File: config.mk
export PLATFORM = sky130hd
export DESIGN_NAME = thermostat_deadband_controller_top
export DESIGN_NICKNAME = d
export VERILOG_FILES = /design/src/design/tdc_pkg.sv /design/src/design/thermostat_deadband_controller_top.sv /design/src/design/tdc_window.sv
export SDC_FILE = /design/constraint.sdc
export NUM_CORES = 1
export LEC_CHECK = 0
export BUFFER_PORTS_ARGS = -buffer_cell sky130_fd_sc_hd__buf_2
export CORE_AREA = 2 2 144 146
export CTS_BUF_LIST = sky130_fd_sc_hd__clkbuf_2
export DETAILED_ROUTE_END_ITERATION = 6
export DIE_AREA = 0 0 146 148
export GPL_TIMING_DRIVEN = 0
export PLACE_DENSITY_LB_ADDON = 0.1
export SLEW_MARGIN = 15
export SYNTH_ARGS = -nofsm -noshare
export SYNTH_HDL_FRONTEND = slang
export SYNTH_SLANG_ARGS = --single-unit
File: constraint.sdc
create_clock -name clk -period 9.75 [get_ports clk]
set_input_delay 1.95 -clock clk [delete_from_list [all_inputs] [get_ports clk]]
set_output_delay 1.95 -clock clk [all_outputs]
set_load 0.005 [all_outputs]
File: src/design/tdc_pkg.sv
package tdc_pkg;

    // Depth of the temperature averaging window.
    localparam int WINDOW = 10;

    localparam int SAMPLE_W  = 8;
    localparam int TEMP_W    = 7;
    localparam int STEP_W    = 5;
    localparam int TIMEOUT_W = 16;
    localparam int CMD_W     = 3;

    // Signed window sum, wide enough for WINDOW full-scale samples.
    localparam int SUM_W = $clog2(WINDOW * 128) + 1;

    // Largest value the display and the set point can take.
    localparam logic [TEMP_W-1:0] DISPLAY_MAX = 7'd99;

    // Sums at or above this give an average clamped to DISPLAY_MAX.
    localparam int AVG_LIMIT = (99 + 1) * WINDOW;

    // Division by WINDOW as a multiply by a rounded-up reciprocal.
    // The error stays below one quotient step for all sums under AVG_LIMIT.
    localparam int RECIP_SHIFT = 24;
    localparam logic [RECIP_SHIFT-1:0] RECIP_MULT =
        RECIP_SHIFT'((2 ** RECIP_SHIFT + WINDOW - 1) / WINDOW);

    // Event codes.
    localparam logic [CMD_W-1:0] CMD_TICK   = 3'd0;
    localparam logic [CMD_W-1:0] CMD_SAMPLE = 3'd1;
    localparam logic [CMD_W-1:0] CMD_DOWN   = 3'd2;
    localparam logic [CMD_W-1:0] CMD_UP     = 3'd3;
    localparam logic [CMD_W-1:0] CMD_POWER  = 3'd4;

    // Configuration register indexes.
    localparam int CFG_INDEX_W = 3;
    localparam int CFG_DATA_W  = 16;
    localparam logic [CFG_INDEX_W-1:0] CFG_SETPOINT_MIN  = 3'd0;
    localparam logic [CFG_INDEX_W-1:0] CFG_SETPOINT_MAX  = 3'd1;
    localparam logic [CFG_INDEX_W-1:0] CFG_SETPOINT_STEP = 3'd2;
    localparam logic [CFG_INDEX_W-1:0] CFG_DEADBAND      = 3'd3;
    localparam logic [CFG_INDEX_W-1:0] CFG_TIMEOUT_TICKS = 3'd4;

    // Reset values.
    localparam logic [TEMP_W-1:0]    RST_SETPOINT_MIN  = 7'd35;
    localparam logic [TEMP_W-1:0]    RST_SETPOINT_MAX  = 7'd75;
    localparam logic [STEP_W-1:0]    RST_SETPOINT_STEP = 5'd5;
    localparam logic [STEP_W-1:0]    RST_DEADBAND      = 5'd5;
    localparam logic [TIMEOUT_W-1:0] RST_TIMEOUT_TICKS = 16'd4000;
    localparam logic [TEMP_W-1:0]    RST_SET_POINT     = 7'd60;
    localparam logic [TEMP_W-1:0]    RST_AVERAGE       = 7'd45;

    typedef struct packed {
        logic [CMD_W-1:0]           command;
        logic signed [SAMPLE_W-1:0] sample;
    } in_item_t;

    typedef struct packed {
        logic              display_on;
        logic [TEMP_W-1:0] display_value;
        logic              heat_on;
        logic              cool_on;
        logic              indicator_on;
        logic              in_set_mode;
    } out_item_t;

endpackage

File: src/design/thermostat_deadband_controller_top.sv
// Event-driven thermostat with a deadband around the set point.
//
// Input channel (in_valid/in_ready/in_data): one beat carries one event code
// (tick, temperature sample, down, up, power toggle) and a signed sample.
// Output channel (out_valid/out_ready/out_data): exactly one result beat per
// input beat, with display, heat, cool, indicator and set mode flags.
// Configuration (cfg_we/cfg_index/cfg_data): plain writes, taken at once.
//
// A result is written to the output register on the edge that accepts its
// input beat. The block takes one beat per cycle while the output is not
// stalled; the state update and the window average are done combinationally
// between the state registers and the output register.
// While a result waits in the output register and out_ready is low, in_ready
// drops, so the block holds the next beat until the result is taken.
// Reset clears the output valid flag and loads the reset values of the set
// point, average, limits and timers; the sample window starts at zero.
module thermostat_deadband_controller_top
    import tdc_pkg::*;
(
    input  logic                   clk,
    input  logic                   rst_n,
    input  logic                   in_valid,
    output logic                   in_ready,
    input  in_item_t               in_data,
    output logic                   out_valid,
    input  logic                   out_ready,
    output out_item_t              out_data,
    input  logic                   cfg_we,
    input  logic [CFG_INDEX_W-1:0] cfg_index,
    input  logic [CFG_DATA_W-1:0]  cfg_data
);

    logic [TEMP_W-1:0]    sp_min_reg;
    logic [TEMP_W-1:0]    sp_max_reg;
    logic [STEP_W-1:0]    sp_step_reg;
    logic [STEP_W-1:0]    deadband_reg;
    logic [TIMEOUT_W-1:0] timeout_reg;

    logic                 power_on_reg,  power_on_next;
    logic                 set_mode_reg,  set_mode_next;
    logic [TEMP_W-1:0]    set_point_reg, set_point_next;
    logic [TIMEOUT_W-1:0] idle_count_reg, idle_count_next;
    logic                 blink_reg,     blink_next;

    logic                 out_valid_reg;
    out_item_t            out_data_reg;
    out_item_t            result;

    logic                 accept;
    logic                 shift_en;
    logic [TEMP_W-1:0]    average;
    logic [TIMEOUT_W-1:0] idle_inc;
    logic [TEMP_W:0]      sp_up;
    logic [TEMP_W:0]      avg_lo;
    logic [TEMP_W:0]      sp_hi;
    logic                 heat;
    logic                 cool;

    assign in_ready = !out_valid_reg || out_ready;
    assign accept   = in_valid && in_ready;
    assign shift_en = accept && (in_data.command == CMD_SAMPLE);

    tdc_window u_window (
        .clk      (clk),
        .rst_n    (rst_n),
        .shift_en (shift_en),
        .sample   (in_data.sample),
        .average  (average)
    );

    always_comb
    begin
        power_on_next   = power_on_reg;
        set_mode_next   = set_mode_reg;
        set_point_next  = set_point_reg;
        idle_count_next = idle_count_reg;
        blink_next      = blink_reg;
        idle_inc        = idle_count_reg + 1'b1;
        sp_up           = {1'b0, set_point_reg} + {3'b000, sp_step_reg};

        if (accept)
        begin
            case (in_data.command)
                CMD_TICK:
                begin
                    blink_next = !blink_reg;
                    if (set_mode_reg)
                    begin
                        if (idle_inc >= timeout_reg)
                        begin
                            set_mode_next   = 1'b0;
                            idle_count_next = '0;
                        end
                        else
                        begin
                            idle_count_next = idle_inc;
                        end
                    end
                end
                CMD_DOWN, CMD_UP:
                begin
                    if (power_on_reg)
                    begin
                        idle_count_next = '0;
                        // The press that enters set mode leaves the set point alone.
                        if (!set_mode_reg)
                        begin
                            set_mode_next = 1'b1;
                        end
                        else if (in_data.command == CMD_DOWN)
                        begin
                            if (set_point_reg > sp_min_reg)
                            begin
                                if (set_point_reg < {2'b00, sp_step_reg})
                                begin
                                    set_point_next = '0;
                                end
                                else
                                begin
                                    set_point_next = set_point_reg - {2'b00, sp_step_reg};
                                end
                            end
                        end
                        else if (set_point_reg < sp_max_reg)
                        begin
                            if (sp_up > {1'b0, DISPLAY_MAX})
                            begin
                                set_point_next = DISPLAY_MAX;
                            end
                            else
                            begin
                                set_point_next = sp_up[TEMP_W-1:0];
                            end
                        end
                    end
                end
                CMD_POWER:
                begin
                    power_on_next = !power_on_reg;
                end
                default:
                begin
                end
            endcase
        end

        // Band edges compared without going negative.
        avg_lo = {1'b0, average} + {3'b000, deadband_reg};
        sp_hi  = {1'b0, set_point_next} + {3'b000, deadband_reg};
        heat   = avg_lo < {1'b0, set_point_next};
        cool   = !heat && ({1'b0, average} > sp_hi);

        if (power_on_next)
        begin
            result.display_on    = 1'b1;
            result.display_value = set_mode_next ? set_point_next : average;
            result.heat_on       = heat;
            result.cool_on       = cool;
            result.indicator_on  = heat ? blink_next : cool;
            result.in_set_mode   = set_mode_next;
        end
        else
        begin
            result = '0;
        end
    end

    always_ff @(posedge clk or negedge rst_n)
    begin
        if (!rst_n)
        begin
            sp_min_reg   <= RST_SETPOINT_MIN;
            sp_max_reg   <= RST_SETPOINT_MAX;
            sp_step_reg  <= RST_SETPOINT_STEP;
            deadband_reg <= RST_DEADBAND;
            timeout_reg  <= RST_TIMEOUT_TICKS;
        end
        else if (cfg_we)
        begin
            case (cfg_index)
                CFG_SETPOINT_MIN:  sp_min_reg   <= cfg_data[TEMP_W-1:0];
                CFG_SETPOINT_MAX:  sp_max_reg   <= cfg_data[TEMP_W-1:0];
                CFG_SETPOINT_STEP: sp_step_reg  <= cfg_data[STEP_W-1:0];
                CFG_DEADBAND:      deadband_reg <= cfg_data[STEP_W-1:0];
                CFG_TIMEOUT_TICKS: timeout_reg  <= cfg_data[TIMEOUT_W-1:0];
                default:
                begin
                end
            endcase
        end
    end

    always_ff @(posedge clk or negedge rst_n)
    begin
        if (!rst_n)
        begin
            power_on_reg   <= 1'b0;
            set_mode_reg   <= 1'b0;
            set_point_reg  <= RST_SET_POINT;
            idle_count_reg <= '0;
            blink_reg      <= 1'b0;
            out_valid_reg  <= 1'b0;
        end
        else
        begin
            power_on_reg   <= power_on_next;
            set_mode_reg   <= set_mode_next;
            set_point_reg  <= set_point_next;
            idle_count_reg <= idle_count_next;
            blink_reg      <= blink_next;
            if (accept)
            begin
                out_valid_reg <= 1'b1;
            end
            else if (out_ready)
            begin
                out_valid_reg <= 1'b0;
            end
        end
    end

    always_ff @(posedge clk)
    begin
        if (accept)
        begin
            out_data_reg <= result;
        end
    end

    assign out_valid = out_valid_reg;
    assign out_data  = out_data_reg;

    // Every accepted beat leaves a result in the output register.
    assert property (@(posedge clk) disable iff (!rst_n)
        accept |=> out_valid)
        else $error("accepted beat produced no result");

    // A waiting result is never overwritten by a new beat.
    assert property (@(posedge clk) disable iff (!rst_n)
        (out_valid && !out_ready) |-> !in_ready)
        else $error("input taken while result stalled");

    // A power toggle flips the reported display state.
    assert property (@(posedge clk) disable iff (!rst_n)
        (accept && in_data.command == CMD_POWER) |=>
            (out_data.display_on == !$past(power_on_reg)))
        else $error("power toggle not reflected in result");

    // Heat and cool are never driven together.
    assert property (@(posedge clk) disable iff (!rst_n)
        out_valid |-> !(out_data.heat_on && out_data.cool_on))
        else $error("heat and cool both on");

endmodule

File: src/design/tdc_window.sv
module tdc_window
    import tdc_pkg::*;
(
    input  logic                       clk,
    input  logic                       rst_n,
    input  logic                       shift_en,
    input  logic signed [SAMPLE_W-1:0] sample,
    output logic [TEMP_W-1:0]          average
);

    logic signed [SAMPLE_W-1:0] window_reg [WINDOW];
    logic signed [SUM_W-1:0]    sum_reg;
    logic signed [SUM_W-1:0]    sum_next;
    logic [TEMP_W-1:0]          avg_reg;
    logic [TEMP_W-1:0]          avg_next;
    logic [SUM_W-2:0]           magnitude;
    logic [SUM_W-2+RECIP_SHIFT:0] product;

    always_comb
    begin
        sum_next  = sum_reg - SUM_W'(window_reg[0]) + SUM_W'(sample);
        magnitude = sum_next[SUM_W-2:0];
        product   = {{RECIP_SHIFT{1'b0}}, magnitude} * {{(SUM_W-1){1'b0}}, RECIP_MULT};
        // A negative sum clamps the average to zero.
        if (sum_next[SUM_W-1])
        begin
            avg_next = '0;
        end
        else if (magnitude >= (SUM_W-1)'(AVG_LIMIT))
        begin
            avg_next = DISPLAY_MAX;
        end
        else
        begin
            avg_next = product[RECIP_SHIFT +: TEMP_W];
        end
    end

    always_ff @(posedge clk or negedge rst_n)
    begin
        if (!rst_n)
        begin
            for (int i = 0; i < WINDOW; i++)
            begin
                window_reg[i] <= '0;
            end
            sum_reg <= '0;
            avg_reg <= RST_AVERAGE;
        end
        else if (shift_en)
        begin
            for (int i = 0; i < WINDOW - 1; i++)
            begin
                window_reg[i] <= window_reg[i+1];
            end
            window_reg[WINDOW-1] <= sample;
            sum_reg <= sum_next;
            avg_reg <= avg_next;
        end
    end

    // The average as it stands after the current beat.
    assign average = shift_en ? avg_next : avg_reg;

endmodule
Word level (Yosys, flattened, before mapping)
Cells that the tools add are included.
{"block": "totals", "regBits": 178, "output_inout_bits": 14, "word_cells": 104}
{"block": "classes", "add_sub_neg": 7, "mul": 1, "n_lt_le_gt_ge": 8, "eq_ne": 10, "muxes": 30, "n_reduce_logical": 19}
{"operator": "$mux 7", "n": 13}
{"operator": "$mux 16", "n": 3}
{"operator": "$pmux 16 s2", "n": 1}
{"operator": "$mul 11x20->30 const B", "n": 1}
{"operator": "$add 7x5->8", "n": 3}
{"operator": "$add 16x1->16 const B", "n": 1}
{"operator": "$ge 16x16->1", "n": 1}
{"operator": "$add 12x8->12", "n": 1}
{"operator": "$eq 3x2->1 const B", "n": 4}
{"operator": "$mux 12", "n": 1}
{"operator": "$sub 12x8->12", "n": 1}
{"operator": "$ge 11x10->1 const B", "n": 1}
{"operator": "$mux 1", "n": 11}
{"operator": "$reduce_and 2->1", "n": 5}
{"operator": "$gt 7x8->1", "n": 1}
{"operator": "$gt 8x7->1 const B", "n": 1}
{"operator": "$lt 8x7->1", "n": 1}
{"operator": "$gt 7x7->1", "n": 1}
{"operator": "$lt 7x5->1", "n": 1}
{"operator": "$lt 7x7->1", "n": 1}
{"operator": "$sub 7x5->7", "n": 1}
{"operator": "$eq 3x1->1 const B", "n": 2}
{"operator": "$eq 3x3->1 const B", "n": 2}
{"operator": "$logic_not 3->1", "n": 2}
{"operator": "8 further kinds", "n": 15}

Longest topological paths before layout
{"block": "depth", "word_depth": 14, "ltp_mapped": 44}

Modules after synthesis
Synthesis repeated with hierarchy kept, for this count alone.
{"block": "unflattened", "cells_unflattened": 1238, "hier_area_um2": 12710.9}
{"module": "tdc_window", "n_inst": 1, "cells_per_inst": 642, "area_per_inst_um2": 7159.4, "seq_area_each_um2": 2482.4}
{"module": "thermostat_deadband_controller_top", "n_inst": 1, "cells_per_inst": 596, "area_per_inst_um2": 5551.6, "seq_area_each_um2": 2063.2}

Least setup slack after synthesis
No wires, ideal clock.
{"block": "synth_timing", "kind": "input port to flip-flop", "startpoint": "in in_data[1] in the netlist's numbering", "endpoint": "reg out_data_reg (netlist bit out_data[1]), data pin", "setup_ns": 0.267, "arrival_ns": 10.208, "slack_ns": -0.725, "stages": 41, "path_buffers": 0, "cell_sequence": "inv_1 -> fa_1 -> inv_1 -> ha_1 -> a211oi_2 -> nor2_1 -> or4_1 -> o311ai_1 -> inv_1 -> ha_1 -> fa_1 -> inv_1 -> fa_1 -> inv_1 -> fa_1 -> inv_1 -> fa_1 -> inv_1 -> (+5 left out) -> or3_1 -> a21oi_1 -> o21ai_1 -> ha_1 -> inv_1 -> fa_1 -> inv_1 -> a21oi_1 -> o21bai_1 -> a21o_1 -> nand2_1 -> xnor2_1 -> ha_1 -> a21oi_1 -> o21ai_0 -> o21a_1 -> a311oi_2 -> mux2i_1"}
{"block": "synth_between", "elab_chain_len": 10}
{"element": "from (decl)", "line": "thermostat_deadband_controller_top.sv:24", "text": "input in_item_t in_data,"}
{"element": "$add 12x8->12 *", "line": "tdc_window.sv:21", "text": "sum_next = sum_reg - SUM_W'(window_reg[0]) + SUM_W'(sample);"}
{"element": "named net u_window.sum_next[5]", "line": "tdc_window.sv:13", "text": "logic signed [SUM_W-1:0] sum_next;"}
{"element": "$mul 11x20->30 / $ge 11x10->1 (equally long branches)", "line": "tdc_window.sv:23, tdc_window.sv:29"}
{"element": "$mux 7 *", "line": "tdc_window.sv:29", "text": "else if (magnitude >= (SUM_W-1)'(AVG_LIMIT))"}
{"element": "$mux 7 *", "line": "tdc_window.sv:25", "text": "if (sum_next[SUM_W-1])"}
{"element": "$mux 7 *", "line": "tdc_window.sv:63", "text": "assign average = shift_en ? avg_next : avg_reg;"}
{"element": "named net average[0]", "line": "thermostat_deadband_controller_top.sv:51", "text": "logic [TEMP_W-1:0] average;"}
{"element": "$add 7x5->8", "line": "thermostat_deadband_controller_top.sv:148", "text": "avg_lo = {1'b0, average} + {3'b000, deadband_reg};"}
{"element": "$lt 8x7->1", "line": "thermostat_deadband_controller_top.sv:150", "text": "heat = avg_lo < {1'b0, set_point_next};"}
{"element": "$logic_not 1->1", "line": "thermostat_deadband_controller_top.sv:151", "text": "cool = !heat && ({1'b0, average} > sp_hi);"}
{"element": "$logic_and 1x1->1", "line": "thermostat_deadband_controller_top.sv:151"}
{"element": "$mux 1 *", "line": "thermostat_deadband_controller_top.sv:159", "text": "result.indicator_on = heat ? blink_next : cool;"}
{"element": "to (signal assigned)", "line": "thermostat_deadband_controller_top.sv:226", "text": "out_data_reg <= result;"}
{"element": "to (decl)", "line": "thermostat_deadband_controller_top.sv:46", "text": "out_item_t out_data_reg;"}
The timed path passes the listed nets; every way through them passes the cells marked *.
A chain may end at the register's enable or synchronous reset.

Worst setup path after layout
{"block": "layout_timing", "startpoint": "in in_data[6] in the netlist's numbering", "endpoint": "reg out_data_reg (netlist bit out_data[1]), data pin"}
The elaborated chain is that of the path after synthesis.

==> key figures <==
Global routing
  – Vias in the first global route: 9655
  – Largest net degree at the start of global routing: 97
  – Total GRT Usage: 0.2641
  – Initial antenna violation count: 1
  – Gr ovfl total: 0
  – First-pass GRT wire length: ~46 mm

Drt
  – Residual DRC: 0
  – DRT Pass-1 Iters: 5
  – DRT Wirelength: 27.10 mm
  – Routed via count: 9563
  – Initial drt markers: 468
  – Antenna-violating nets left: 0
  – Wire per inst: 15.55 um
  – Vias/cell: 5.487

Place
  – Placed cells: 1679
  – DP HPWL: 20.35 mm
  – Placer Congestion: 0.8845
  – PortBufs: 48

CTS
  – Clock buffer depth: 2
  – H-tree Lvls: 4
  – Sinks on Clock Net: 178
  – Latest clock arrival within the worst-skew pair: between 0.7 and 0.8 ns
  – Clk root buf: clkbuf_2
  – Clock Pin Slew Worst Setup and Hold Paths: 0.29 ns
  – Hold Buf Count CTS: 0
  – CTS buffer count: 17
  – CTS tree: yes

Finish
  – Share of layout cells above drive strength 1: 0.1651
  – Syn-to-layout area delta: 12.29%
  – Max reg flops: 80
  – Most common cell after layout, fill and taps aside: nand2_1
  – Leading cell types in the layout, fill and taps excluded: nand2_1 (320), inv_1 (167), dfrtp_1 (141)
  – Post-Layout Cell Count: 1743
  – Register area: 4546 sq um
  – Multi-input logic area: 7493 sq um
  – Final #Nets: roughly 1700
  – Fill cells: 1624

Timing
  – # setup viols final: 3
  – Final period util: 1.017
  – Relative slew margins: 0.4877
  – FMAX: 0.1009 GHz
  – Final min period: slightly below 10 ns
  – Clock skew: 0.05302 ns
  – Pins Over Slew Limit: 0
  – Final Worst Setup Slack: -0.1646 ns
  – Fin. Hold Viols: 0
  – RSZ-0062 raised after global routing: true
  – Slew of the pin with the lowest slew margin: around 0.76 ns

Synthesis
  – Post-Syn Area: about 12000 sq um
  – Synth Flop Type: dfrtp_1
  – Synthesized flop and latch total: 178
  – Post-synth EDFFs: 12
  – Avg Cell Area, Syn: 9.157 sq um
  – Post-synthesis cell count: between 1000 and 1500
  – Register area share after synthesis: 0.3650
  – Library cells used by synthesis: 80
  – Syn nets: roughly 1600
  – Syn. warnings: 0
  – FFs w/ async S/R, synth: 0.9326

Die
  – Die ar.: between 20000 and 25000 sq um
  – # IOs: 49
  – Row Count: 52
  – Die Wd: roughly 150 um
  – Die Span Y: 148 um
  – Core area: 20040 sq um
  – Initial cell density of the core: 0.6214

Critical path
  – WS Path Type: in2reg
  – Worst-case reg-to-reg path depth: 42
  – Data arrival, critical path: 10.52 ns
  – Cell mode on critical path: fa_1
  – Reg-to-reg endpoint: out_data[1]$_SDFFCE_PN0P_
  – Crit path to: out_data[1]$_SDFFCE_PN0P_
  – Reg-to-reg startpoint: u_window.sum_reg[0]$_DFFE_PN0P_
  – Crit. End Element: register
  – CP max-delay cell: fa_1
  – CP Max Fanout: 6
  – Critical Path Source: in_data[6]
  – Worst setup SP type: primary input
  – Critical Path RT: 10.36 ns
  – R2R Setup Slk: 0.67 ns
  – Worst path max stage delay: 0.55 ns

Run status
  – Failing checks: negative setup slack
  – Status: complete, but fails checks

Run
  – Max cap viols: 0

Min path
  – Worst min path class: reg2reg
[final cells by class]
cell class,instances,share of cell area
multi-input cells,963,0.5359
clock buffers,17,0.006084
clock inverters,15,0.01172
flip-flops and latches,178,0.3251
diodes,1,0.0001790
well taps,270,0.02416
repair buffers,80,0.03776
inverters,184,0.04966
plain buffers,35,0.009485
[repair_timing]
item / CTS / global route
endpoints found under the setup margin: 3 / 3
pin swaps: 15 / 23
setup buffers: 13 / 18
resized for setup: 24 / 36
[critical path, delay by kind of cell]
family	cells	cell delay, ns
AND/OR/NAND/NOR	4	0.23
buffers and inverters	8	0.63
adder cells (fa/ha/maj)	10	4.15
AO/OA/AOI/OAI	15	3.02
multiplexers	1	0.24
XOR/XNOR	2	0.29
[stage by stage]
stage / setup slack [ns] / utilization / hold slack, ns / instance area [sq um] / setup TNS [ns]
final: -0.1646 / 0.6978 / 0.4774 / 13980 / -0.3887
after global routing: -0.4207 / 0.6978 / 0.5215 / 13980 / -1.135
after CTS: -0.02849 / 0.6835 / 0.4855 / 13700 / -0.02849
after detailed placement: -1.193 / 0.6616 / 0.4502 / 13260 / -3.458
after global placement: -1.101 / 0.6597 / 0.4493 / 13220 / -3.212
after floorplan: -0.1847 / - / 0.4386 / 12640 / -0.4269
[how the worst min path moves through the flow]
| stage | from | to | slack (ns) | cells after the start |
|---|---|---|---|---|
| floorplan | u_window.window_reg[2]$_DFFE_PN0P_ | u_window.window_reg[10]$_DFFE_PN0P_ | 0.44 | 2 |
| detailed placement | u_window.window_reg[31]$_DFFE_PN0P_ | u_window.window_reg[39]$_DFFE_PN0P_ | 0.45 | 2 |
| CTS | u_window.window_reg[30]$_DFFE_PN0P_ | u_window.window_reg[38]$_DFFE_PN0P_ | 0.49 | 2 |
| global placement | u_window.window_reg[19]$_DFFE_PN0P_ | u_window.window_reg[27]$_DFFE_PN0P_ | 0.45 | 2 |
| finish | u_window.window_reg[30]$_DFFE_PN0P_ | u_window.window_reg[38]$_DFFE_PN0P_ | 0.48 | 2 |
| global route | u_window.window_reg[30]$_DFFE_PN0P_ | u_window.window_reg[38]$_DFFE_PN0P_ | 0.52 | 2 |
[cells in the mapped netlist (3+ instances only)]
master | number | share of area
nand2_1 | 321 | 0.097
inv_1 | 180 | 0.054
ha_1 | 148 | 0.15
dfrtp_1 | 141 | 0.28
o21ai_0 | 78 | 0.031
fa_1 | 53 | 0.085
a21oi_1 | 41 | 0.016
nor2_1 | 40 | 0.012
clkbuf_1 | 32 | 0.0096
xnor2_1 | 27 | 0.019
dfstp_2 | 25 | 0.053
nand2b_1 | 21 | 0.011
xor2_1 | 20 | 0.014
nand3_1 | 18 | 0.0072
a21o_1 | 16 | 0.0096
edfxtp_1 | 12 | 0.029
nor3_1 | 12 | 0.0048
mux2_2 | 11 | 0.0099
a211oi_1 | 10 | 0.0060
nor2b_1 | 10 | 0.0050
o21a_1 | 10 | 0.0060
o21ai_1 | 10 | 0.0040
and3_1 | 8 | 0.0040
nand4_1 | 8 | 0.0040
o21bai_1 | 7 | 0.0042
o22ai_1 | 7 | 0.0035
a22o_1 | 6 | 0.0042
nor4_1 | 6 | 0.0030
o211ai_1 | 5 | 0.0030
and2_1 | 4 | 0.0020
inv_2 | 4 | 0.0012
mux2i_1 | 4 | 0.0032
a211o_1 | 3 | 0.0021
nor4b_1 | 3 | 0.0021
[cells by family after synthesis]
logic type,after synthesis,share of synthesized area
AO/OA/AOI/OAI,224,0.1183
XOR/XNOR,49,0.03567
buffers and inverters,219,0.06611
AND/OR/NAND/NOR,474,0.1679
flip-flops,178,0.3650
multiplexers,15,0.01316
adder cells (fa/ha/maj),201,0.2339
[metal layers]
| layer | GRT usage | vias to the layer above | share of wire |
|---|---|---|---|
| li1 | - | 4678 | - |
| met1 | 0.3701 | 4647 | 0.46 |
| met2 | 0.4328 | 189 | 0.47 |
| met3 | 0.04105 | 49 | 0.044 |
| met4 | 0.07184 | 0 | 0.022 |
| met5 | 0 | - | 0 |
Power is left out: the tool's default activity adds up to more than one toggle a clock period on the data nets, which glitch-free logic cannot reach.
